==> src/hdl/assert_macros.svh <==
// assertion helpers shared by the rtl
`ifndef ASSERT_MACROS_SVH
`define ASSERT_MACROS_SVH

// property checked on every rising edge outside reset
`define ASSERT_CLK(lbl, prop, msg) \
  lbl: assert property (@(posedge clk) disable iff (!rst_n) (prop)) else $error(msg);

// condition that must never be seen outside reset
`define ASSERT_NEVER(lbl, cond, msg) \
  `ASSERT_CLK(lbl, !(cond), msg)

`endif

==> src/hdl/md5_pkg.sv <==
`timescale 1ns / 1ps

package md5_pkg;

  localparam int BLOCK_WORDS      = 16;
  localparam int QUEUE_DEPTH_DEF  = 2;

  localparam logic [31:0] MD5_INIT_A = 32'h67452301;
  localparam logic [31:0] MD5_INIT_B = 32'hefcdab89;
  localparam logic [31:0] MD5_INIT_C = 32'h98badcfe;
  localparam logic [31:0] MD5_INIT_D = 32'h10325476;

  localparam logic [7:0]  PAD_MARK   = 8'h80;

  // one 512-bit block handed from the packer to the round engine
  typedef struct packed {
    logic [BLOCK_WORDS-1:0][31:0] words;
    logic                         last;   // final block of a message
  } blk_item_t;

  function automatic logic [31:0] md5_sine(input logic [5:0] i);
    logic [31:0] k;
    case (i)
      6'd0:  k = 32'hd76aa478;  6'd1:  k = 32'he8c7b756;
      6'd2:  k = 32'h242070db;  6'd3:  k = 32'hc1bdceee;
      6'd4:  k = 32'hf57c0faf;  6'd5:  k = 32'h4787c62a;
      6'd6:  k = 32'ha8304613;  6'd7:  k = 32'hfd469501;
      6'd8:  k = 32'h698098d8;  6'd9:  k = 32'h8b44f7af;
      6'd10: k = 32'hffff5bb1;  6'd11: k = 32'h895cd7be;
      6'd12: k = 32'h6b901122;  6'd13: k = 32'hfd987193;
      6'd14: k = 32'ha679438e;  6'd15: k = 32'h49b40821;
      6'd16: k = 32'hf61e2562;  6'd17: k = 32'hc040b340;
      6'd18: k = 32'h265e5a51;  6'd19: k = 32'he9b6c7aa;
      6'd20: k = 32'hd62f105d;  6'd21: k = 32'h02441453;
      6'd22: k = 32'hd8a1e681;  6'd23: k = 32'he7d3fbc8;
      6'd24: k = 32'h21e1cde6;  6'd25: k = 32'hc33707d6;
      6'd26: k = 32'hf4d50d87;  6'd27: k = 32'h455a14ed;
      6'd28: k = 32'ha9e3e905;  6'd29: k = 32'hfcefa3f8;
      6'd30: k = 32'h676f02d9;  6'd31: k = 32'h8d2a4c8a;
      6'd32: k = 32'hfffa3942;  6'd33: k = 32'h8771f681;
      6'd34: k = 32'h6d9d6122;  6'd35: k = 32'hfde5380c;
      6'd36: k = 32'ha4beea44;  6'd37: k = 32'h4bdecfa9;
      6'd38: k = 32'hf6bb4b60;  6'd39: k = 32'hbebfbc70;
      6'd40: k = 32'h289b7ec6;  6'd41: k = 32'heaa127fa;
      6'd42: k = 32'hd4ef3085;  6'd43: k = 32'h04881d05;
      6'd44: k = 32'hd9d4d039;  6'd45: k = 32'he6db99e5;
      6'd46: k = 32'h1fa27cf8;  6'd47: k = 32'hc4ac5665;
      6'd48: k = 32'hf4292244;  6'd49: k = 32'h432aff97;
      6'd50: k = 32'hab9423a7;  6'd51: k = 32'hfc93a039;
      6'd52: k = 32'h655b59c3;  6'd53: k = 32'h8f0ccc92;
      6'd54: k = 32'hffeff47d;  6'd55: k = 32'h85845dd1;
      6'd56: k = 32'h6fa87e4f;  6'd57: k = 32'hfe2ce6e0;
      6'd58: k = 32'ha3014314;  6'd59: k = 32'h4e0811a1;
      6'd60: k = 32'hf7537e82;  6'd61: k = 32'hbd3af235;
      6'd62: k = 32'h2ad7d2bb;  6'd63: k = 32'heb86d391;
      default: k = '0;
    endcase
    return k;
  endfunction

  function automatic logic [4:0] md5_shift(input logic [5:0] i);
    logic [4:0] s;
    case ({i[5:4], i[1:0]})
      4'd0:  s = 5'd7;   4'd1:  s = 5'd12;  4'd2:  s = 5'd17;  4'd3:  s = 5'd22;
      4'd4:  s = 5'd5;   4'd5:  s = 5'd9;   4'd6:  s = 5'd14;  4'd7:  s = 5'd20;
      4'd8:  s = 5'd4;   4'd9:  s = 5'd11;  4'd10: s = 5'd16;  4'd11: s = 5'd23;
      4'd12: s = 5'd6;   4'd13: s = 5'd10;  4'd14: s = 5'd15;  4'd15: s = 5'd21;
      default: s = '0;
    endcase
    return s;
  endfunction

  // message word used by round i
  function automatic logic [3:0] md5_msg_index(input logic [5:0] i);
    logic [3:0] t;
    logic [3:0] g;
    t = i[3:0];
    case (i[5:4])
      2'd0:    g = t;
      2'd1:    g = 4'(t * 4'd5 + 4'd1);
      2'd2:    g = 4'(t * 4'd3 + 4'd5);
      default: g = 4'(t * 4'd7);
    endcase
    return g;
  endfunction

endpackage

==> src/hdl/md5_byte_stream_hasher.sv <==
`timescale 1ns / 1ps

// md5 digest of a byte stream
//
// input words: in_tdata[7:0] is one message byte, in_tuser says the byte
// belongs to the message, in_tlast closes the message. an end word with
// in_tuser low closes it without a byte, so an empty message hashes too.
// a word with both flags low is taken and dropped.
// output words: one 128-bit digest per message on out_tdata, digest byte 0
// in bits 7:0 through byte 15 in bits 127:120.
// the packer collects 64 bytes per block and pushes it, plus the one or two
// padding blocks at the end, into a small block queue. the round engine
// runs one md5 round per cycle: each block is loaded, goes through 64 rounds
// and ends with the chain add, and while digests are taken that engine sets
// the sustained rate of roughly one byte per cycle. the packer takes no byte
// while it pushes a full block. after the end word the digest waits for the
// padding block, or both blocks when the padding spills into a second block
// or the end word fills a block, and for each block still queued or in the rounds.
// reset (rst_n low, synchronous) empties the queue, clears the byte count
// and loads the standard chaining words; no clearing pass is needed.
// when out_tready is low the digest waits in the output register; the
// engine keeps working on blocks and stalls only at the next final block.
module md5_byte_stream_hasher
  import md5_pkg::*;
#(
  parameter int QUEUE_DEPTH = QUEUE_DEPTH_DEF
) (
  input  logic         clk,
  input  logic         rst_n,
  input  logic         in_tvalid,
  output logic         in_tready,
  input  logic [7:0]   in_tdata,   // data_byte
  input  logic         in_tuser,   // byte_present
  input  logic         in_tlast,   // message_end
  output logic         out_tvalid,
  input  logic         out_tready,
  output logic [127:0] out_tdata   // digest_low [63:0], digest_high [127:64]
);

  // packer to queue
  logic      push;
  blk_item_t push_item;
  logic      push_ready;
  // queue to round engine
  logic      pop_valid;
  blk_item_t pop_item;
  logic      pop;

  md5_front u_front (
    .clk          (clk),
    .rst_n        (rst_n),
    .in_tvalid    (in_tvalid),
    .in_tready    (in_tready),
    .in_tdata     (in_tdata),
    .in_tuser     (in_tuser),
    .in_tlast     (in_tlast),
    .push_o       (push),
    .push_item_o  (push_item),
    .push_ready_i (push_ready)
  );

  md5_queue #(
    .DEPTH (QUEUE_DEPTH)
  ) u_queue (
    .clk          (clk),
    .rst_n        (rst_n),
    .push_i       (push),
    .push_item_i  (push_item),
    .push_ready_o (push_ready),
    .pop_valid_o  (pop_valid),
    .pop_item_o   (pop_item),
    .pop_i        (pop)
  );

  // round engine: one round per cycle, chain add, digest register
  md5_core u_core (
    .clk         (clk),
    .rst_n       (rst_n),
    .pop_valid_i (pop_valid),
    .pop_item_i  (pop_item),
    .pop_o       (pop),
    .out_tvalid  (out_tvalid),
    .out_tready  (out_tready),
    .out_tdata   (out_tdata)
  );

endmodule

==> src/hdl/md5_front.sv <==
`timescale 1ns / 1ps

module md5_front
  import md5_pkg::*;
(
  input  logic        clk,
  input  logic        rst_n,
  input  logic        in_tvalid,
  output logic        in_tready,
  input  logic [7:0]  in_tdata,
  input  logic        in_tuser,
  input  logic        in_tlast,
  output logic        push_o,
  output blk_item_t   push_item_o,
  input  logic        push_ready_i
);

  typedef enum logic [3:0] {
    F_COLLECT = 4'b0001,
    F_FULL    = 4'b0010,
    F_PAD     = 4'b0100,
    F_PAD2    = 4'b1000
  } front_state_t;

  front_state_t                  state_r, state_nxt;
  logic [60:0]                   cnt_r, cnt_nxt;
  logic                          end_pend_r, end_pend_nxt;
  logic [BLOCK_WORDS-1:0][31:0]  blk_r;
  logic [5:0]                    pos;
  logic [63:0]                   bit_len;
  logic                          accept;

  // bytes below pos kept, optional mark at pos, zero fill, optional length in words 14 and 15
  function automatic logic [BLOCK_WORDS-1:0][31:0] pad_block(
    input logic [BLOCK_WORDS-1:0][31:0] blk,
    input logic [5:0]                   fill,
    input logic                         mark,
    input logic                         with_len,
    input logic [63:0]                  len
  );
    logic [BLOCK_WORDS-1:0][31:0] res;
    res = '0;
    for (int p = 0; p < 64; p++) begin
      if (6'(p) < fill) begin
        res[p / 4][(p % 4) * 8 +: 8] = blk[p / 4][(p % 4) * 8 +: 8];
      end else if (mark && (6'(p) == fill)) begin
        res[p / 4][(p % 4) * 8 +: 8] = PAD_MARK;
      end
    end
    if (with_len) begin
      res[14] = len[31:0];
      res[15] = len[63:32];
    end
    return res;
  endfunction

  assign pos       = cnt_r[5:0];
  assign bit_len   = {cnt_r, 3'b000};
  assign in_tready = (state_r == F_COLLECT);
  assign accept    = in_tvalid && in_tready;

  always_comb begin
    state_nxt   = state_r;
    cnt_nxt     = cnt_r;
    end_pend_nxt = end_pend_r;
    push_o      = 1'b0;
    push_item_o = '{words: blk_r, last: 1'b0};
    case (state_r)
      F_COLLECT: begin
        if (accept) begin
          if (in_tuser) begin
            cnt_nxt = cnt_r + 61'd1;
          end
          if (in_tuser && (pos == 6'd63)) begin
            state_nxt    = F_FULL;
            end_pend_nxt = in_tlast;
          end else if (in_tlast) begin
            state_nxt = F_PAD;
          end
        end
      end
      F_FULL: begin
        push_o = 1'b1;
        if (push_ready_i) begin
          state_nxt = end_pend_r ? F_PAD : F_COLLECT;
        end
      end
      F_PAD: begin
        push_o = 1'b1;
        if (pos < 6'd56) begin
          push_item_o = '{words: pad_block(blk_r, pos, 1'b1, 1'b1, bit_len), last: 1'b1};
          if (push_ready_i) begin
            state_nxt = F_COLLECT;
            cnt_nxt   = '0;
          end
        end else begin
          // mark fits but the length does not: spill into a second block
          push_item_o = '{words: pad_block(blk_r, pos, 1'b1, 1'b0, bit_len), last: 1'b0};
          if (push_ready_i) begin
            state_nxt = F_PAD2;
          end
        end
      end
      F_PAD2: begin
        push_o      = 1'b1;
        push_item_o = '{words: pad_block(blk_r, 6'd0, 1'b0, 1'b1, bit_len), last: 1'b1};
        if (push_ready_i) begin
          state_nxt = F_COLLECT;
          cnt_nxt   = '0;
        end
      end
      default: begin
        state_nxt = F_COLLECT;
      end
    endcase
  end

  always_ff @(posedge clk) begin
    if (!rst_n) begin
      state_r    <= F_COLLECT;
      cnt_r      <= '0;
      end_pend_r <= 1'b0;
    end else begin
      state_r    <= state_nxt;
      cnt_r      <= cnt_nxt;
      end_pend_r <= end_pend_nxt;
    end
  end

  always_ff @(posedge clk) begin
    if (accept && in_tuser) begin
      blk_r[pos[5:2]][{pos[1:0], 3'b000} +: 8] <= in_tdata;
    end
  end

endmodule

==> src/hdl/md5_queue.sv <==
`timescale 1ns / 1ps

module md5_queue
  import md5_pkg::*;
#(
  parameter int DEPTH = QUEUE_DEPTH_DEF
) (
  input  logic      clk,
  input  logic      rst_n,
  input  logic      push_i,
  input  blk_item_t push_item_i,
  output logic      push_ready_o,
  output logic      pop_valid_o,
  output blk_item_t pop_item_o,
  input  logic      pop_i
);

  localparam int IW = (DEPTH > 1) ? $clog2(DEPTH) : 1;
  localparam int CW = $clog2(DEPTH + 1);

  blk_item_t       mem_r [DEPTH];
  logic [IW-1:0]   wr_ptr_r, rd_ptr_r;
  logic [CW-1:0]   count_r;
  logic            do_push, do_pop;

  assign push_ready_o = (count_r != CW'(DEPTH));
  assign pop_valid_o  = (count_r != '0);
  assign do_push      = push_i && push_ready_o;
  assign do_pop       = pop_i && pop_valid_o;
  assign pop_item_o   = mem_r[rd_ptr_r];

  always_ff @(posedge clk) begin
    if (do_push) begin
      mem_r[wr_ptr_r] <= push_item_i;
    end
  end

  always_ff @(posedge clk) begin
    if (!rst_n) begin
      wr_ptr_r <= '0;
      rd_ptr_r <= '0;
      count_r  <= '0;
    end else begin
      if (do_push) begin
        wr_ptr_r <= (wr_ptr_r == IW'(DEPTH - 1)) ? '0 : wr_ptr_r + IW'(1);
      end
      if (do_pop) begin
        rd_ptr_r <= (rd_ptr_r == IW'(DEPTH - 1)) ? '0 : rd_ptr_r + IW'(1);
      end
      case ({do_push, do_pop})
        2'b10:   count_r <= count_r + CW'(1);
        2'b01:   count_r <= count_r - CW'(1);
        default: count_r <= count_r;
      endcase
    end
  end

`include "assert_macros.svh"

  `ASSERT_NEVER(a_q_pop_empty, pop_i && !pop_valid_o, "queue popped while empty")
  `ASSERT_CLK(a_q_count_bound, count_r <= CW'(DEPTH), "queue count beyond depth")

endmodule

==> src/hdl/md5_core.sv <==
`timescale 1ns / 1ps

module md5_core
  import md5_pkg::*;
(
  input  logic         clk,
  input  logic         rst_n,
  input  logic         pop_valid_i,
  input  blk_item_t    pop_item_i,
  output logic         pop_o,
  output logic         out_tvalid,
  input  logic         out_tready,
  output logic [127:0] out_tdata
);

  typedef enum logic [2:0] {
    C_IDLE  = 3'b001,
    C_ROUND = 3'b010,
    C_ADD   = 3'b100
  } core_state_t;

  core_state_t                   state_r, state_nxt;
  logic [5:0]                    rnd_r;
  logic                          last_r;
  logic [BLOCK_WORDS-1:0][31:0]  msg_r;
  logic [31:0]                   a_r, b_r, c_r, d_r;
  logic [31:0]                   chain_r [4];
  logic                          out_valid_r, out_valid_nxt;
  logic [127:0]                  out_data_r;
  logic [31:0]                   f_val, sum, rot;
  logic [63:0]                   rot_wide;
  logic [31:0]                   sa, sb, sc, sd;
  logic                          out_free;
  logic                          finish;

  // round function by quarter
  always_comb begin
    case (rnd_r[5:4])
      2'd0:    f_val = (b_r & c_r) | (~b_r & d_r);
      2'd1:    f_val = (d_r & b_r) | (~d_r & c_r);
      2'd2:    f_val = b_r ^ c_r ^ d_r;
      default: f_val = c_r ^ (b_r | ~d_r);
    endcase
  end

  assign sum      = a_r + f_val + md5_sine(rnd_r) + msg_r[md5_msg_index(rnd_r)];
  assign rot_wide = {sum, sum} << md5_shift(rnd_r);
  assign rot      = rot_wide[63:32];

  assign sa = chain_r[0] + a_r;
  assign sb = chain_r[1] + b_r;
  assign sc = chain_r[2] + c_r;
  assign sd = chain_r[3] + d_r;

  assign out_free   = !out_valid_r || out_tready;
  assign pop_o      = (state_r == C_IDLE) && pop_valid_i;
  assign finish     = (state_r == C_ADD) && (!last_r || out_free);
  assign out_tvalid = out_valid_r;
  assign out_tdata  = out_data_r;

  always_comb begin
    state_nxt     = state_r;
    out_valid_nxt = out_valid_r && !out_tready;
    case (state_r)
      C_IDLE: begin
        if (pop_valid_i) begin
          state_nxt = C_ROUND;
        end
      end
      C_ROUND: begin
        if (rnd_r == 6'd63) begin
          state_nxt = C_ADD;
        end
      end
      C_ADD: begin
        if (finish) begin
          state_nxt = C_IDLE;
          if (last_r) begin
            out_valid_nxt = 1'b1;
          end
        end
      end
      default: begin
        state_nxt = C_IDLE;
      end
    endcase
  end

  always_ff @(posedge clk) begin
    if (!rst_n) begin
      state_r     <= C_IDLE;
      rnd_r       <= '0;
      out_valid_r <= 1'b0;
      chain_r[0]  <= MD5_INIT_A;
      chain_r[1]  <= MD5_INIT_B;
      chain_r[2]  <= MD5_INIT_C;
      chain_r[3]  <= MD5_INIT_D;
    end else begin
      state_r     <= state_nxt;
      out_valid_r <= out_valid_nxt;
      if (state_r == C_ROUND) begin
        rnd_r <= rnd_r + 6'd1;
      end
      if (finish) begin
        if (last_r) begin
          // message done: chaining words back to their start values
          chain_r[0] <= MD5_INIT_A;
          chain_r[1] <= MD5_INIT_B;
          chain_r[2] <= MD5_INIT_C;
          chain_r[3] <= MD5_INIT_D;
        end else begin
          chain_r[0] <= sa;
          chain_r[1] <= sb;
          chain_r[2] <= sc;
          chain_r[3] <= sd;
        end
      end
    end
  end

  always_ff @(posedge clk) begin
    if (pop_o) begin
      msg_r  <= pop_item_i.words;
      last_r <= pop_item_i.last;
      a_r    <= chain_r[0];
      b_r    <= chain_r[1];
      c_r    <= chain_r[2];
      d_r    <= chain_r[3];
    end else if (state_r == C_ROUND) begin
      a_r <= d_r;
      b_r <= b_r + rot;
      c_r <= b_r;
      d_r <= c_r;
    end
    if (finish && last_r) begin
      out_data_r <= {sd, sc, sb, sa};
    end
  end

`include "assert_macros.svh"

  `ASSERT_CLK(a_core_round_end, (state_r == C_ROUND) && (rnd_r == 6'd63) |=> (state_r == C_ADD),
              "round loop did not end after the last round")
  `ASSERT_CLK(a_core_idle_rnd, (state_r == C_IDLE) |-> (rnd_r == 6'd0),
              "round counter not parked between blocks")

endmodule

==> config.mk <==
export PLATFORM = sky130hd
export DESIGN_NAME = md5_byte_stream_hasher
export DESIGN_NICKNAME = d
export VERILOG_FILES = /design/src/hdl/md5_pkg.sv /design/src/hdl/md5_byte_stream_hasher.sv /design/src/hdl/md5_front.sv /design/src/hdl/md5_queue.sv /design/src/hdl/md5_core.sv
export VERILOG_INCLUDE_DIRS = /design/src /design/src/hdl
export SDC_FILE = /design/constraint.sdc
export NUM_CORES = 2
export LEC_CHECK = 0
export ABC_AREA = 0
export ABC_CLOCK_PERIOD_IN_PS = 37000
export BUFFER_PORTS_ARGS = -buffer_cell sky130_fd_sc_hd__buf_4
export CORE_ASPECT_RATIO = 0.7
export CORE_MARGIN = 10
export CORE_UTILIZATION = 63
export CTS_BUF_LIST = sky130_fd_sc_hd__clkbuf_2 sky130_fd_sc_hd__clkbuf_4 sky130_fd_sc_hd__clkbuf_8
export DETAILED_ROUTE_END_ITERATION = 7
export PLACE_DENSITY = 0.8
export SLEW_MARGIN = 10
export SYNTH_ARGS = -nofsm -noshare
export SYNTH_HDL_FRONTEND = slang
export SYNTH_SLANG_ARGS = --single-unit
==> constraint.sdc <==
create_clock -name clk -period 37 [get_ports clk]
set_input_delay 1.85 -clock clk [delete_from_list [all_inputs] [get_ports clk]]
set_output_delay 1.85 -clock clk [all_outputs]
set_load 0.005 [all_outputs]
Word-level counts from Yosys, hierarchy flattened
Memories as Yosys holds them, arrays and structs flattened. A register that Yosys moved wholly into a read port is not among the register bits.
Index checks and enable logic that the tools add are counted.
{"block": "word_totals", "register_bits": 848, "latchBits": 0, "ramBits": 1154, "rom_bits": 2128, "in_bits": 14, "out_inout_bits": 130, "n_memories": 4}
{"name": "(no name shown)", "depth": 64, "width": 32, "rd": 1, "rd_ports_with_merged_regs": 1, "write_ports": 0, "line": "md5_pkg.sv:23", "text": "case (i)"}
{"name": "u_queue.mem_r", "depth": 2, "width": 513, "rd": 1, "rd_ports_with_merged_regs": 1, "write_ports": 1, "line": "md5_queue.sv:21", "text": "blk_item_t mem_r [DEPTH];"}
{"name": "u_core.chain_r", "depth": 4, "width": 32, "rd": 4, "rd_ports_with_merged_regs": 0, "write_ports": 4, "line": "md5_core.sv:27", "text": "logic [31:0] chain_r [4];"}
{"name": "(no name shown)", "depth": 16, "width": 5, "rd": 1, "rd_ports_with_merged_regs": 1, "write_ports": 0, "line": "md5_pkg.sv:63", "text": "case ({i[5:4], i[1:0]})"}
{"block": "classes", "add_sub_neg": 17, "n_mul": 3, "div_mod_pow": 0, "n_lt_le_gt_ge": 68, "n_eq_ne": 86, "shift": 3, "muxes": 193, "bitwise": 20, "n_reduce_logical": 26}
{"op": "513-bit case mux with 2 select lines", "n": 1}
{"op": "8-bit 2-to-1 mux", "n": 128}
{"op": "32-bit 2-to-1 mux", "n": 18}
{"op": "513-bit 2-to-1 mux", "n": 1}
{"op": "512-bit bitwise mux", "n": 1}
{"op": "32-bit adder", "n": 8}
{"op": "61-bit 2-to-1 mux", "n": 4}
{"op": "6-bit equality test (first input constant)", "n": 32}
{"op": "6-bit less-than comparator (first input constant)", "n": 32}
{"op": "61-bit case mux with 3 select lines", "n": 1}
{"op": "32-bit bitwise AND", "n": 4}
{"op": "32-bit binary-select mux with 4-bit select", "n": 1}
{"op": "32-bit demux with 4-bit select", "n": 1}
{"op": "5-bit by 6-bit equality test with 1-bit output (first input constant)", "n": 16}
{"op": "5-bit by 6-bit less-than comparator with 1-bit output (first input constant)", "n": 16}
{"op": "32-bit bitwise OR", "n": 3}
{"op": "32-bit case mux with 3 select lines", "n": 1}
{"op": "32-bit bitwise XOR", "n": 3}
{"op": "32-bit NOT", "n": 2}
{"op": "64-bit by 5-bit left shift with 64-bit output", "n": 1}
{"op": "61-bit by 1-bit adder with 61-bit output (second input constant)", "n": 1}
{"op": "4-bit by 6-bit equality test with 1-bit output (first input constant)", "n": 8}
{"op": "4-bit by 6-bit less-than comparator with 1-bit output (first input constant)", "n": 8}
{"op": "4-bit 2-to-1 mux", "n": 9}
{"op": "52 further kinds", "n": 116}

Longest topological paths before layout
{"block": "logic_depth", "word_depth": 11, "mapped_depth": 44, "ltp_nobuf": 42}

Modules after synthesis
A second synthesis with hierarchy kept.
{"block": "unflattened", "cells_unflattened": 8156, "hier_area_um2": 114609.9}
{"mod": "md5_core", "instances": 1, "cells_per_inst": 4650, "area_per_inst_um2": 52878.2}
{"mod": "md5_queue", "instances": 1, "cells_per_inst": 1620, "area_per_inst_um2": 37438.4}
{"mod": "md5_front", "instances": 1, "cells_per_inst": 1886, "area_per_inst_um2": 24293.3}

Worst setup path before layout
No wires, ideal clock.
{"block": "synth_timing", "path_kind": "flip-flop to flip-flop", "from": "reg u_front.state_r[2]", "to": "reg u_queue.wr_ptr_r", "t_arrival_ns": 23.726, "slack_ns": 13.115, "path_stages_with_launch": 7, "path_buffers": 1, "period_less_slack_ns": 23.885, "cell_sequence": "dfxtp_1 -> clkbuf_1 -> xnor2_1 -> o21ai_0 -> nand3_1 -> nor2_1 -> o21a_1"}
{"block": "synth_via", "elab_chain_cells": 4}
{"element": "start: declaration", "line": "md5_front.sv:25", "text": "front_state_t state_r, state_nxt;"}
{"element": "start signal: assignment", "line": "md5_front.sv:124", "text": "state_r <= state_nxt;"}
{"element": "4-bit by 2-bit equality test with 1-bit output, or another cell as far along", "line": "md5_front.sv:68", "text": "case (state_r)"}
{"element": "3-bit OR reduction (no source line) *"}
{"element": "1-bit 2-to-1 mux *", "line": "md5_front.sv:68"}
{"element": "1-bit logical AND *", "line": "md5_queue.sv:28", "text": "assign do_push = push_i && push_ready_o;"}
{"element": "end signal: assignment", "line": "md5_queue.sv:45", "text": "wr_ptr_r <= (wr_ptr_r == IW'(DEPTH - 1)) ? '0 : wr_ptr_r + IW'(1);"}
{"element": "end: declaration", "line": "md5_queue.sv:22", "text": "logic [IW-1:0] wr_ptr_r, rd_ptr_r;"}
Every way passes the cells marked *; elsewhere a longest branch is shown, timed or not.
A chain may end at the register's enable or synchronous reset.

Worst setup path in the final report
{"block": "layout_timing", "from": "reg u_core.rnd_r[1]", "to": "reg u_core.b_r[31] (data pin)"}
{"block": "layout_via", "elab_chain_cells": 10}
{"element": "start: declaration", "line": "md5_core.sv:23", "text": "logic [5:0] rnd_r;"}
{"element": "start signal: assignment", "line": "md5_core.sv:102", "text": "rnd_r <= rnd_r + 6'd1;"}
{"element": "4-bit by 2-bit multiplier with 4-bit output / 4-bit by 3-bit multiplier with 4-bit output (equally long branches)", "line": "md5_pkg.sv:81, md5_pkg.sv:80"}
{"element": "4-bit by 3-bit adder with 4-bit output / 4-bit by 1-bit adder with 4-bit output (equally long branches)", "line": "md5_pkg.sv:81, md5_pkg.sv:80"}
{"element": "4-bit case mux with 3 select lines *", "line": "md5_pkg.sv:78", "text": "case (i[5:4])"}
{"element": "32-bit binary-select mux with 4-bit select *", "line": "md5_core.sv:46", "text": "assign sum = a_r + f_val + md5_sine(rnd_r) + msg_r[md5_msg_index(rnd_r)];"}
{"element": "32-bit 2-to-1 mux (implied by the code) *", "line": "md5_core.sv:46"}
{"element": "32-bit adder *", "line": "md5_core.sv:46"}
{"element": "64-bit by 5-bit left shift with 64-bit output *", "line": "md5_core.sv:47", "text": "assign rot_wide = {sum, sum} << md5_shift(rnd_r);"}
{"element": "32-bit adder *", "line": "md5_core.sv:131", "text": "b_r <= b_r + rot;"}
{"element": "32-bit 2-to-1 mux *", "line": "md5_core.sv:129", "text": "end else if (state_r == C_ROUND) begin"}
{"element": "32-bit 2-to-1 mux *", "line": "md5_core.sv:122", "text": "if (pop_o) begin"}
{"element": "end signal: assignment", "line": "md5_core.sv:126", "text": "b_r <= chain_r[1];"}
{"element": "end signal: assignment", "line": "md5_core.sv:131"}
{"element": "end: declaration", "line": "md5_core.sv:26", "text": "logic [31:0] a_r, b_r, c_r, d_r;"}
Every way passes the cells marked *; elsewhere a longest branch is shown, timed or not. The select of a mux whose other input is x is not followed.

==> impl_metrics.yaml <==
run_status:
  run_status: "completed"
clock_tree:
  cts_buffers: 372
  clock-sinks: 2552
  worstSkewPairLatency_ns: 1.03
  cts_buffer_depth: 4
  clk_pin_slew_worst_paths_ns: 0.07
  clockRootBuffer: "clkbuf_8"
  htree_levels: 5
  cts_hold_buf: 0
  cts_tree: "yes"
  cts_resized: 0
  postCtsSetupRepairBufs: 0
floorplanning:
  die_w_um: 527
  pin_count: 144
  die_h_um: 375
  start_util_pct: 63.3
  placementRows: 130
  fp.coreArea_sq_um: 179000
  die-area_sq_um: 197000
sta:
  worstMarginPinSlew_ns: 1.45
  period_share_pct: 36.8
  slew_viol_final: 0
  hold-worst-slack_ns: 0.482
  clock_skew_ns: 0.0848
  hold_violations: 0
  final.setup.tns_ns: 0
  finalSetupViolations: 0
  fmax_ghz: 0.0734
  grt_setup_unrepaired: "false"
  maxSlewHeadroom_pct: 2.63
  layout_min_cycle_time_ns: 13.63
synth:
  synth-edff-count: 2403
  synthFlopType: "edfxtp_1"
  async_reset_ff_share_pct: 0
  syn_area_per_cell_sq_um: 14.2
  syn-num-nets: 8288
  ys_types: 108
  synth-seq-cells: 2552
  ys_seq_area_share_pct: 66.3
  syn_inst: 7985
  synth_warnings: 0
  synth_area_sq_um: 113000
power_and_ir_drop:
  ir_worst_vdd_uv: 201
  p_int_mw: 6.99
  pwr-share-comb_pct: 46.3
  total_power_mw: 11.6
  leakagePower_nw: 42.8
  p_switching_mw: 4.63
  powerDensity_nw_per_um2: 93.2
  p_seq_share_pct: 34.2
  swShare_pct: 39.9
  clkPwrFrac_pct: 19.5
global_routing:
  antenna_found_initial: 26
  first_global_vias: 68260
  grt_use_total_pct: 31.8
  globalRouteOverflowTotal: 0
  grt_pass1_wl_um: 466000
  grt_max_degree: 169
setup_path:
  worst_setup_path_end_kind: "register"
  critPathMaxFanout: 52
  crit_family: "compound AO/OA/AOI/OAI gates"
  worst-path-buf-inv: 6
  crit_top_cell: "inv_1"
  cp_slowest_cell: "nor3b_1"
  cp_data_arrival_time_ns: 14.35
  critPathMaxStageDelay_ns: 0.73
  cp.required_ns: 37.72
  path_class: "reg -> reg"
  startpoint_type: "register"
layout:
  final_util_pct: 69.6
  seqCellArea_sq_um: 75200
  fin_area_sq_um: 125000
  syn_to_final_growth_pct: 10.0
  final_cell_mix: "edfxtp_1, nand2_1, mux2_2, and2_1, nor2_1"
  mostFrequentLayoutCell: "edfxtp_1"
  final.fill_count: 11804
  multi_input_area_sq_um: 35800
  post_route_cells_drive_above_1_share_pct: 19.5
  num-nets-final: 8601
detailed_routing:
  ant_nets: 0
  drtIter0Drc: 10942
  routed_wire_length_per_instance_um: 29.5
  drt-pass1-iter-count: 6
  wl_um: 324000
  drc_errors: 0
  via_count: 71605
  viasPerCell: 6.52
min_path:
  hold_path.class: "reg -> reg"
placed_design:
  gp_congestion: 0.987
  placedInstanceArea_sq_um: 117000
  io_buffers: 143
  hpwl_um: 217000
job:
  max_cap_violations: 0
-- per-layer routing --
metal,global-route usage (%),wire length [um],vias to the layer above
li1,-,-,30444
met1,48.9,136000,35651
met2,41.5,128000,4859
met3,13.1,50400,639
met4,8.84,9510,12
met5,0,110,-
-- logic make-up after synthesis --
family                     after synthesis  synth area share (%)
and+or+nand+nor                       2142                  9.20
adders and majority gates              319                  3.91
AOI/OAI and AO/OA                     1299                  7.48
buffers and inverters                  648                  2.19
xor gates and xnor gates               276                  2.16
DFF                                   2552                  66.3
muxes                                  749                  8.73
-- registers in the layout (all words and copies together), names as in the netlist, 4 cells and up, named ones only --
name              count
u_core.chain_r      128
u_core.a_r           32
u_core.c_r           32
u_core.d_r           32
u_core.msg_r        512
u_front.blk_r       512
u_core.b_r           32
u_queue.mem_r      1026
u_front.cnt_r        61
u_front.state_r       4
u_core.out_tdata    128
u_core.rnd_r          6
-- metrics by stage --
stage | std cells | setup WS (ns)
4_1_cts | 10960 | 23.76
3_5_place_dp | 10300 | 23.84
2_1_floorplan | 7985 | 13.11
5_1_grt | 10961 | 22.85
3_3_place_gp | 10300 | 23.89
6_report | 10974 | 23.37
-- cells in the mapped netlist, types with 69 or more instances --
cell,count,area share (%)
and2_1,469,2.6
ha_1,220,2.4
edfxtp_1,2403,64
nand2b_1,73,0.40
xnor2_1,150,1.2
o21ai_0,312,1.4
dfxtp_1,149,2.6
mux4_2,136,2.7
a21oi_1,333,1.5
clkbuf_1,283,0.94
mux2_2,537,5.3
nand2_1,724,2.4
xor2_1,124,0.96
nor2b_1,84,0.46
fa_1,69,1.2
inv_1,282,0.93
mux2i_1,74,0.65
a21o_1,83,0.55
nand3_1,148,0.65
nor2_1,414,1.4
a31oi_1,99,0.55
-- final timing paths --
check / to / cells past startpoint / slack, ns / startpoint
setup / recovery: u_core.b_r[31] / 41 / 23.37 / u_core.rnd_r[1]
hold / removal: u_core.chain_r[2][13] / 2 / 0.48 / u_core.chain_r[2][13]
setup reg to reg: u_core.b_r[31] / 41 / 23.37 / u_core.rnd_r[1]
hold reg to reg: u_core.chain_r[2][13] / 2 / 0.48 / u_core.chain_r[2][13]
-- power by group through the flow --
stage | sequential, mW | combinational, mW | clock, mW
4_1_cts | 3.96 | 5.23 | 2.28
6_report | 3.98 | 5.38 | 2.27
2_1_floorplan | 4.13 | 3.73 | 0
3_3_place_gp | 4.00 | 5.12 | 0
3_5_place_dp | 4.01 | 5.19 | 0
5_1_grt | 3.99 | 5.80 | 2.41
-- worst reg2reg max path, delay by kind of cell (launching register included) --
family / cells / cell delay [ns]
adder cells (fa/ha/maj): 6 / 2.60
flip-flops: 1 / 0.43
AO/OA/AOI/OAI: 19 / 5.50
buffers and inverters: 6 / 1.63
multiplexers: 3 / 1.52
AND/OR/NAND/NOR: 7 / 1.71
-- final cells by class --
class / instances / share of cell area, %
Antenna cell: 14 / 0.0281
Multi-Input combinational cell: 4785 / 28.7
Timing Repair Buffer: 294 / 1.82
Sequential cell: 2552 / 60.3
Inverter: 293 / 0.890
Tap cell: 2376 / 2.38
Clock buffer: 530 / 5.16
Clock inverter: 130 / 0.712
Power figures use the tool's default switching activity.
